File: config.mk
export PLATFORM = sky130hd
export DESIGN_NAME = request_frame_parser_flat
export DESIGN_NICKNAME = d
export VERILOG_FILES = /design/src/hdl/rfp_pkg.sv /design/src/hdl/rfp_ifs.sv /design/src/hdl/rfp_core.sv /design/src/hdl/request_frame_parser.sv /design/src/flat_wrapper.sv
export SDC_FILE = /design/constraint.sdc
export NUM_CORES = 1
export LEC_CHECK = 0
export BUFFER_PORTS_ARGS = -buffer_cell sky130_fd_sc_hd__buf_2
export CAP_MARGIN = 0
export CELL_PAD_IN_SITES_DETAIL_PLACEMENT = 1
export CELL_PAD_IN_SITES_GLOBAL_PLACEMENT = 2
export CORE_MARGIN = 10
export CORE_UTILIZATION = 30
export DETAILED_ROUTE_END_ITERATION = 10
export PLACE_DENSITY = 0.77
export RECOVER_POWER = 25
export SYNTH_ARGS = -nofsm -noshare
export SYNTH_HDL_FRONTEND = slang
export SYNTH_HIERARCHICAL = 1
export SYNTH_SLANG_ARGS = --single-unit
File: constraint.sdc
create_clock -name clk -period 5.2 [get_ports clk]
set_input_delay 1.04 -clock clk [delete_from_list [all_inputs] [get_ports clk]]
set_output_delay 1.04 -clock clk [all_outputs]
set_load 0.02 [all_outputs]
File: src/hdl/rfp_pkg.sv
// Package: parser state, result record and shared codes for the request frame parser.
package rfp_pkg;

    // Parser phases; also the byte_kind codes of a result
    localparam logic [2:0] PH_FLEN = 3'd0;
    localparam logic [2:0] PH_ACNT = 3'd1;
    localparam logic [2:0] PH_SLEN = 3'd2;
    localparam logic [2:0] PH_PAY  = 3'd3;
    localparam logic [2:0] PH_DROP = 3'd4;

    // Status codes
    localparam logic [1:0] ST_OK   = 2'd0;
    localparam logic [1:0] ST_LONG = 2'd1;
    localparam logic [1:0] ST_BAD  = 2'd2;

    // Register reset values
    localparam logic [31:0] MAX_MESSAGE_LEN_RST = 32'd33554432;
    localparam logic [31:0] MAX_ARGS_RST        = 32'd200000;

    // Register indexes (byte address bit 2)
    localparam logic REG_MAX_MESSAGE_LEN = 1'b0;
    localparam logic REG_MAX_ARGS        = 1'b1;

    // Smallest body: room for one 4-byte field
    localparam logic [31:0] FIELD_BYTES = 32'd4;

    typedef struct packed {
        logic [2:0]  phase;
        logic [1:0]  field_byte_pos;
        logic [23:0] field_shift;
        logic [31:0] frame_left;
        logic [31:0] args_left;
        logic [31:0] string_left;
        logic [31:0] current_arg;
        logic [1:0]  error_code;
    } rfp_state_t;

    typedef struct packed {
        logic [7:0]  out_byte;
        logic [2:0]  byte_kind;
        logic [31:0] arg_index;
        logic        string_done;
        logic        request_done;
        logic [1:0]  status;
    } rfp_result_t;

endpackage

File: src/hdl/rfp_ifs.sv
// Interfaces: input byte channel and tagged result channel.
interface rfp_in_if;
    logic       valid;
    logic       ready;
    logic [7:0] in_byte;
    logic       conn_start;

    modport source (output valid, output in_byte, output conn_start, input ready);
    modport sink   (input valid, input in_byte, input conn_start, output ready);
endinterface

interface rfp_out_if;
    logic        valid;
    logic        ready;
    logic [7:0]  out_byte;
    logic [2:0]  byte_kind;
    logic [31:0] arg_index;
    logic        string_done;
    logic        request_done;
    logic [1:0]  status;

    modport source (output valid, output out_byte, output byte_kind, output arg_index,
                    output string_done, output request_done, output status, input ready);
    modport sink   (input valid, input out_byte, input byte_kind, input arg_index,
                    input string_done, input request_done, input status, output ready);
endinterface

File: src/hdl/rfp_core.sv
// Per-byte next-state and result logic of the request frame parser.
module rfp_core
(
    input  rfp_pkg::rfp_state_t  cur_state,
    input  logic [7:0]           in_byte,
    input  logic                 conn_start,
    input  logic [31:0]          max_message_len,
    input  logic [31:0]          max_args,
    output rfp_pkg::rfp_state_t  next_state,
    output rfp_pkg::rfp_result_t result
);

    rfp_pkg::rfp_state_t st;
    logic        complete;
    logic [31:0] field;
    logic [31:0] frame_dec;
    logic [31:0] args_dec;
    logic [31:0] string_dec;
    logic [31:0] arg_inc;
    logic [1:0]  pos_inc;
    logic [23:0] shift_acc;

    // conn_start clears the parser before the byte is used (reset state is all zero)
    assign st = conn_start ? '0 : cur_state;

    // Shared datapath terms
    assign complete   = (st.field_byte_pos == 2'd3);
    assign field      = {in_byte, st.field_shift};
    assign frame_dec  = st.frame_left - 32'd1;
    assign args_dec   = st.args_left - 32'd1;
    assign string_dec = st.string_left - 32'd1;
    assign arg_inc    = st.current_arg + 32'd1;
    assign pos_inc    = st.field_byte_pos + 2'd1;
    assign shift_acc  = st.field_shift | (24'(in_byte) << {st.field_byte_pos, 3'b000});

    always_comb
    begin
        next_state          = st;
        result.out_byte     = in_byte;
        result.byte_kind    = rfp_pkg::PH_DROP;
        result.arg_index    = '0;
        result.string_done  = 1'b0;
        result.request_done = 1'b0;

        // Field gather for the three field phases
        if ((st.error_code == rfp_pkg::ST_OK) && (st.phase != rfp_pkg::PH_PAY)
            && (st.phase != rfp_pkg::PH_DROP))
        begin
            if (complete)
            begin
                next_state.field_byte_pos = 2'd0;
                next_state.field_shift    = '0;
            end
            else
            begin
                next_state.field_byte_pos = pos_inc;
                next_state.field_shift    = shift_acc;
            end
        end

        if (st.error_code != rfp_pkg::ST_OK)
        begin
            result.byte_kind = rfp_pkg::PH_DROP;
        end
        else
        begin
            case (st.phase)
                rfp_pkg::PH_FLEN:
                begin
                    result.byte_kind = rfp_pkg::PH_FLEN;
                    if (complete)
                    begin
                        if (field > max_message_len)
                        begin
                            next_state.error_code = rfp_pkg::ST_LONG;
                            next_state.phase      = rfp_pkg::PH_DROP;
                        end
                        else if (field < rfp_pkg::FIELD_BYTES)
                        begin
                            next_state.error_code = rfp_pkg::ST_BAD;
                            next_state.phase      = rfp_pkg::PH_DROP;
                        end
                        else
                        begin
                            next_state.frame_left = field;
                            next_state.phase      = rfp_pkg::PH_ACNT;
                        end
                    end
                end
                rfp_pkg::PH_ACNT:
                begin
                    result.byte_kind      = rfp_pkg::PH_ACNT;
                    next_state.frame_left = frame_dec;
                    if (complete)
                    begin
                        next_state.current_arg = '0;
                        if (field > max_args)
                        begin
                            next_state.error_code = rfp_pkg::ST_BAD;
                            next_state.phase      = rfp_pkg::PH_DROP;
                        end
                        else if (field == 32'd0)
                        begin
                            if (frame_dec == 32'd0)
                            begin
                                result.request_done = 1'b1;
                                next_state.phase    = rfp_pkg::PH_FLEN;
                            end
                            else
                            begin
                                next_state.error_code = rfp_pkg::ST_BAD;
                                next_state.phase      = rfp_pkg::PH_DROP;
                            end
                        end
                        else if (frame_dec < rfp_pkg::FIELD_BYTES)
                        begin
                            next_state.error_code = rfp_pkg::ST_BAD;
                            next_state.phase      = rfp_pkg::PH_DROP;
                        end
                        else
                        begin
                            next_state.args_left = field;
                            next_state.phase     = rfp_pkg::PH_SLEN;
                        end
                    end
                end
                rfp_pkg::PH_SLEN, rfp_pkg::PH_PAY:
                begin
                    result.byte_kind      = st.phase;
                    result.arg_index      = st.current_arg;
                    next_state.frame_left = frame_dec;
                    if ((st.phase == rfp_pkg::PH_SLEN) && complete
                        && (field > frame_dec))
                    begin
                        // String would run past the frame end
                        next_state.error_code = rfp_pkg::ST_BAD;
                        next_state.phase      = rfp_pkg::PH_DROP;
                    end
                    else if ((st.phase == rfp_pkg::PH_SLEN) && complete
                             && (field != 32'd0))
                    begin
                        next_state.string_left = field;
                        next_state.phase       = rfp_pkg::PH_PAY;
                    end
                    else if (((st.phase == rfp_pkg::PH_SLEN) && complete)
                             || ((st.phase == rfp_pkg::PH_PAY) && (string_dec == 32'd0)))
                    begin
                        // Argument string finished: next one or end of frame
                        result.string_done     = 1'b1;
                        next_state.current_arg = arg_inc;
                        next_state.args_left   = args_dec;
                        if (args_dec == 32'd0)
                        begin
                            if (frame_dec == 32'd0)
                            begin
                                result.request_done = 1'b1;
                                next_state.phase    = rfp_pkg::PH_FLEN;
                            end
                            else
                            begin
                                // Trailing bytes after the last argument
                                next_state.error_code = rfp_pkg::ST_BAD;
                                next_state.phase      = rfp_pkg::PH_DROP;
                            end
                        end
                        else if (frame_dec < rfp_pkg::FIELD_BYTES)
                        begin
                            next_state.error_code = rfp_pkg::ST_BAD;
                            next_state.phase      = rfp_pkg::PH_DROP;
                        end
                        else
                        begin
                            next_state.phase = rfp_pkg::PH_SLEN;
                        end
                    end
                    if (st.phase == rfp_pkg::PH_PAY)
                    begin
                        next_state.string_left = string_dec;
                    end
                end
                default:
                begin
                    result.byte_kind = rfp_pkg::PH_DROP;
                end
            endcase
        end

        // Error byte or dropped byte: no completion flags
        if (next_state.error_code != rfp_pkg::ST_OK)
        begin
            result.string_done  = 1'b0;
            result.request_done = 1'b0;
            if (result.byte_kind == rfp_pkg::PH_DROP)
            begin
                result.arg_index = '0;
            end
        end
        result.status = next_state.error_code;
    end

endmodule

File: src/hdl/request_frame_parser.sv
// Top level: length-prefixed request frame parser with APB limit registers.
//
//  channel   dir  transfer                  payload
//  in_ch     in   valid & ready             in_byte, conn_start
//  out_ch    out  valid & ready             out_byte, byte_kind, arg_index,
//                                           string_done, request_done, status
//  apb       in   psel&penable&pwrite       paddr[2] selects register, pwdata
//
//  One byte per cycle if not stalled; each result shows the cycle after its byte
//  transfers, set by the single result register after the per-byte counter/compare logic.
//  A new byte is taken while the result register is empty or being emptied.
//  A stall on out_ch holds the result and deasserts in_ch.ready.
//  rst_n clears the parser state and loads the limit registers with defaults.
module request_frame_parser
(
    input  logic               clk,
    input  logic               rst_n,
    rfp_in_if.sink             in_ch,
    rfp_out_if.source          out_ch,
    input  logic               psel,
    input  logic               penable,
    input  logic               pwrite,
    input  logic [2:0]         paddr,
    input  logic [31:0]        pwdata,
    output logic [31:0]        prdata,
    output logic               pready
);

    rfp_pkg::rfp_state_t  state_reg;
    rfp_pkg::rfp_state_t  state_next;
    rfp_pkg::rfp_result_t result_next;
    rfp_pkg::rfp_result_t result_reg;
    logic                 out_valid_reg;
    logic [31:0]          max_message_len_reg;
    logic [31:0]          max_args_reg;
    logic                 in_xfer;
    logic                 cfg_write;

    // Register port
    assign pready    = 1'b1;
    assign cfg_write = psel & penable & pwrite;
    assign prdata    = (paddr[2] == rfp_pkg::REG_MAX_ARGS) ? max_args_reg
                                                           : max_message_len_reg;

    always_ff @(posedge clk or negedge rst_n)
    begin
        if (!rst_n)
        begin
            max_message_len_reg <= rfp_pkg::MAX_MESSAGE_LEN_RST;
            max_args_reg        <= rfp_pkg::MAX_ARGS_RST;
        end
        else if (cfg_write)
        begin
            if (paddr[2] == rfp_pkg::REG_MAX_ARGS)
            begin
                max_args_reg <= pwdata;
            end
            else
            begin
                max_message_len_reg <= pwdata;
            end
        end
    end

    // Per-byte logic
    rfp_core u_core
    (
        .cur_state       (state_reg),
        .in_byte         (in_ch.in_byte),
        .conn_start      (in_ch.conn_start),
        .max_message_len (max_message_len_reg),
        .max_args        (max_args_reg),
        .next_state      (state_next),
        .result          (result_next)
    );

    // Handshake: accept while result register is free or draining
    assign in_ch.ready = ~out_valid_reg | out_ch.ready;
    assign in_xfer     = in_ch.valid & in_ch.ready;

    // Parser state
    always_ff @(posedge clk or negedge rst_n)
    begin
        if (!rst_n)
        begin
            state_reg <= '0;
        end
        else if (in_xfer)
        begin
            state_reg <= state_next;
        end
    end

    // Result register
    always_ff @(posedge clk or negedge rst_n)
    begin
        if (!rst_n)
        begin
            out_valid_reg <= 1'b0;
        end
        else if (in_xfer)
        begin
            out_valid_reg <= 1'b1;
        end
        else if (out_ch.ready)
        begin
            out_valid_reg <= 1'b0;
        end
    end

    always_ff @(posedge clk)
    begin
        if (in_xfer)
        begin
            result_reg <= result_next;
        end
    end

    assign out_ch.valid        = out_valid_reg;
    assign out_ch.out_byte     = result_reg.out_byte;
    assign out_ch.byte_kind    = result_reg.byte_kind;
    assign out_ch.arg_index    = result_reg.arg_index;
    assign out_ch.string_done  = result_reg.string_done;
    assign out_ch.request_done = result_reg.request_done;
    assign out_ch.status       = result_reg.status;

endmodule

File: src/flat_wrapper.sv
// flat-port wrapper written by rule: the top's interface ports become plain ports
module request_frame_parser_flat 
  (clk, rst_n, psel, penable, pwrite, paddr, pwdata, prdata, pready, in_ch_valid, in_ch_in_byte, in_ch_conn_start, in_ch_ready, out_ch_valid, out_ch_out_byte, out_ch_byte_kind, out_ch_arg_index, out_ch_string_done, out_ch_request_done, out_ch_status, out_ch_ready);
  rfp_in_if in_ch_i ();
  rfp_out_if out_ch_i ();
  input  logic clk;
  input  logic rst_n;
  input  logic psel;
  input  logic penable;
  input  logic pwrite;
  input  logic [2:0] paddr;
  input  logic [31:0] pwdata;
  output logic [31:0] prdata;
  output logic pready;
  input wire logic [$bits(in_ch_i.valid)-1:0] in_ch_valid;
  input wire logic [$bits(in_ch_i.in_byte)-1:0] in_ch_in_byte;
  input wire logic [$bits(in_ch_i.conn_start)-1:0] in_ch_conn_start;
  output wire logic [$bits(in_ch_i.ready)-1:0] in_ch_ready;
  output wire logic [$bits(out_ch_i.valid)-1:0] out_ch_valid;
  output wire logic [$bits(out_ch_i.out_byte)-1:0] out_ch_out_byte;
  output wire logic [$bits(out_ch_i.byte_kind)-1:0] out_ch_byte_kind;
  output wire logic [$bits(out_ch_i.arg_index)-1:0] out_ch_arg_index;
  output wire logic [$bits(out_ch_i.string_done)-1:0] out_ch_string_done;
  output wire logic [$bits(out_ch_i.request_done)-1:0] out_ch_request_done;
  output wire logic [$bits(out_ch_i.status)-1:0] out_ch_status;
  input wire logic [$bits(out_ch_i.ready)-1:0] out_ch_ready;
  assign in_ch_i.valid = in_ch_valid;
  assign in_ch_i.in_byte = in_ch_in_byte;
  assign in_ch_i.conn_start = in_ch_conn_start;
  assign in_ch_ready = in_ch_i.ready;
  assign out_ch_valid = out_ch_i.valid;
  assign out_ch_out_byte = out_ch_i.out_byte;
  assign out_ch_byte_kind = out_ch_i.byte_kind;
  assign out_ch_arg_index = out_ch_i.arg_index;
  assign out_ch_string_done = out_ch_i.string_done;
  assign out_ch_request_done = out_ch_i.request_done;
  assign out_ch_status = out_ch_i.status;
  assign out_ch_i.ready = out_ch_ready;
  request_frame_parser u_core (.clk(clk), .rst_n(rst_n), .in_ch(in_ch_i), .out_ch(out_ch_i), .psel(psel), .penable(penable), .pwrite(pwrite), .paddr(paddr), .pwdata(pwdata), .prdata(prdata), .pready(pready));
endmodule
==> run metrics <==
Max Root-Sink Buffers 3; TritonCTS clock tree built; Final min period 5060 ps; layout cell share with drive strength beyond 1 a little over 30%; max_cap viols 1; largest area contributor in the netlist dfrtp_1; Post-Syn Area per Cell about 9.1 sq um; synthesized area around 22000 sq um; Worst-Margin Slew 3810 ps; cts bufs inserted 37; setup violators final 0; Worst Path Arrival approximately 5500 ps; syn_nets 2518; CP Capture Point u_core/state_reg[74]; crit end category register; maximum vdd drop approximately 270 uV; Final Max Slew Viols 67; Clock Sinks ~270; Worst Hold Class reg -> reg; startpoint types register; met2 GRT Util around 37%; share of flip-flops with an asynchronous set or reset between 80% and 90%; Max H-tree Level 2; Pwr per Cell Area between 400 and 500 nW/um^2; failing checks capacitance limit, slew limit; number of hold buffers added after CTS 0; initial antenna violation count 2; worst-path maximum fanout 8; total track usage between 20 and 25%; r2r setup slk roughly 140 ps; WP data required around 5700 ps; reg2reg end u_core/state_reg[74]; r2r startpoint u_core/state_reg[105]; status finished with violations; first-pass GRT wire length ~140000 microns; DP Wirelength ~66000 microns; core area a little over 70000 sq um; Critical Setup Path Class reg -> reg; Hold Violations, Final 0; GR Util met1 a little over a quarter; Fill cells a little over 8000; clk_skew 27.7 ps; Static Leak between 10 and 15 nW; WL per Instance approximately 25 microns; largest net degree at the start of global routing 91; Die X about 290 microns; crit path launch u_core/state_reg[105]; #FFs+latches synth ~270; Layout area overhead 22.0%; Primary FF master, synth dfrtp_1; # diodes 0; Slew HR -154%; GR Util met3 under 10%; die height approximately 290 microns; GRT Max-Usage Layer met2; Yosys cell types between 90 and 100; Ports 133; Via density roughly 5.8; worst reg-to-reg path cell count 23; vias in the first global route 22300; routed vias ~21000; finished layout cell area roughly 26000 sq um; Pre-antenna DRT Iters 6; Ys Warns 6; sequential area share after synthesis roughly a third; initial core utilization 30.2%; Total Nets Final 2789; Clock Tree Root clkbuf_16; share of the synthesized area in the top cell type between 20 and 30%; leading post-synthesis cells by cell area dfrtp_1, mux2_2, mux2_4, edfxtp_1, ha_1; final worst slack around 140 ps; # port buffers around 130; Non-Filler Instances between 3000 and 4000; DRC Markers 0; fmax roughly 200 MHz; Setup WS pre-CTS -312 ps; cell area after placement around 25000 sq um; post-route ant nets 0; cell total after placement between 3000 and 4000; initial DRC count around 1500; final WL between 90000 and 100000 microns; GP Congestion around 0.94; clock latency on the worst-skew pair 580 ps; TNS Setup 0 ps; Worst-path clk slew approximately 70 ps; Post-synth EDFFs 47; Overflow after GRT 0; Final Cycle Share just under 100%; max FFs per register about 160; Die ar. just over 80000 sq um; gate count of the mapped netlist 2368; standard-cell rows ~100
[critical path, stage by stage (launching register included)]
cell and delay [ps]:
dfrtp_1 400, buf_4 170, nor4_1 390, buf_4 250
nand4_1 210, o21ai_0 210, a21o_1 160, inv_1 50
ha_1 250, and3_1 230, nand2_1 130, a2111oi_4 370
o2111ai_2 240, buf_4 190, a41oi_1 220, buf_4 190
buf_4 110, o211a_1 200, buf_12 160, nor3_4 60
buf_4 200, a32oi_1 200, nand3_1 100, mux2_4 260
[routing by layer]
metal,up-vias,share of wire (%)
met3,157,5.2
met4,4,3.7
met2,602,48
li1,9412,-
met5,-,0.037
met1,10700,43
[synth_stat cells (13+ instances only)]
| cell | number |
|---|---|
| buf_6 | 14 |
| o21ai_0 | 138 |
| a21oi_1 | 133 |
| a31oi_1 | 31 |
| o22ai_1 | 13 |
| o31ai_1 | 18 |
| nor2_1 | 214 |
| a22oi_1 | 29 |
| or3_1 | 27 |
| mux2_4 | 99 |
| mux2_2 | 163 |
| a211oi_1 | 18 |
| or4_1 | 25 |
| and4_1 | 14 |
| nor2b_1 | 66 |
| xnor2_1 | 19 |
| inv_1 | 105 |
| buf_2 | 43 |
| o211ai_1 | 27 |
| nor4_1 | 56 |
| nand2_1 | 142 |
| mux2i_1 | 17 |
| and3_1 | 35 |
| clkbuf_1 | 87 |
| o21a_1 | 14 |
| ha_1 | 99 |
| edfxtp_1 | 47 |
| nor3_1 | 56 |
| dfrtp_1 | 217 |
| nand4_1 | 54 |
| nand3_1 | 73 |
| a221o_1 | 14 |
[placed cells by master (no fill, tap or decap), types with 11 or more instances in the layout]
cell type  count
nand2_1      137
nand3_1       68
xnor2_1       19
nor2b_1       63
o22ai_1       13
mux2_2       157
a21oi_1      129
a22oi_1       29
mux2_4       105
ha_1          98
o31ai_1       17
nand2b_1      13
a221o_1       14
nand4_1       54
inv_1        104
buf_2        125
buf_4        251
or3_1         27
edfxtp_1      47
nor3_1        50
a211oi_1      18
a31oi_1       31
o21ai_1       24
buf_12        14
or4_1         25
nor4_1        50
o211ai_1      27
a21o_1        12
and3_1        34
clkbuf_16     38
dfrtp_1      216
mux2i_1       17
clkbuf_1      14
o21a_1        14
and4_1        13
nor2_1       211
o21ai_0      116
clkinv_2      11
[kinds of logic (layout without fill, tap and decap cells)]
kind of cell / Yosys count / after routing / synth area share (%)
mux: 279 / 279 / 16.2
flops: 271 / 271 / 32.6
compound gates: 567 / 567 / 17.4
other cells: 1 / 1 / 0.0174
simple gates: 848 / 848 / 20.9
fa+ha+maj: 99 / 99 / 5.76
xor+xnor: 30 / 30 / 1.29
buf+inv: 273 / 572 / 5.71
[power breakdown]
group / switching, mW / leakage [nW] / internal, mW
clock: 1.09 / 0.587 / 1.46
combinational: 3.65 / 7.79 / 2.67
sequential: 0.364 / 3.42 / 2.49
total: 5.11 / 11.8 / 6.62
[how the worst min path moves through the flow]
stage                                         from                              to  slack (ps)  cells after the start
finish                       u_core/state_reg[131]           u_core/state_reg[131]         520                      1
global route        u_core/max_message_len_reg[27]  u_core/max_message_len_reg[27]         540                      1
CTS                                          rst_n           u_core/state_reg[122]         450                      1
detailed placement           u_core/state_reg[131]           u_core/state_reg[131]         510                      1
global placement             u_core/state_reg[131]           u_core/state_reg[131]         490                      1
floorplan                    u_core/state_reg[130]           u_core/state_reg[130]         470                      1
[through the flow]
stage	utilization [%]	hold slack, ps	total power [mW]
CTS	36.8	454	11.6
detailed placement	35.1	505	8.94
finish	36.9	520	11.7
global placement	35.1	486	8.74
global route	36.9	543	12.4
floorplan	-	474	6.33
[cell type report]
| cell class | count | area [sq um] | share of cell area, % |
|---|---|---|---|
| Clock buffer | 48 | 1030 | 3.92 |
| Clock inverter | 19 | 150 | 0.572 |
| Inverter | 106 | 410 | 1.56 |
| Multi-Input combinational cell | 1824 | 13600 | 51.9 |
| Sequential cell | 271 | 7030 | 26.8 |
| Tap cell | 950 | 1190 | 4.53 |
| Timing Repair Buffer | 399 | 2830 | 10.8 |
[timing repair]
action,in CTS,in global routing
pin swaps,1,10
buffers inserted,0,2
resized for setup,4,13
endpoints found under the setup margin,41,98
Power figures use the tool's default switching activity.
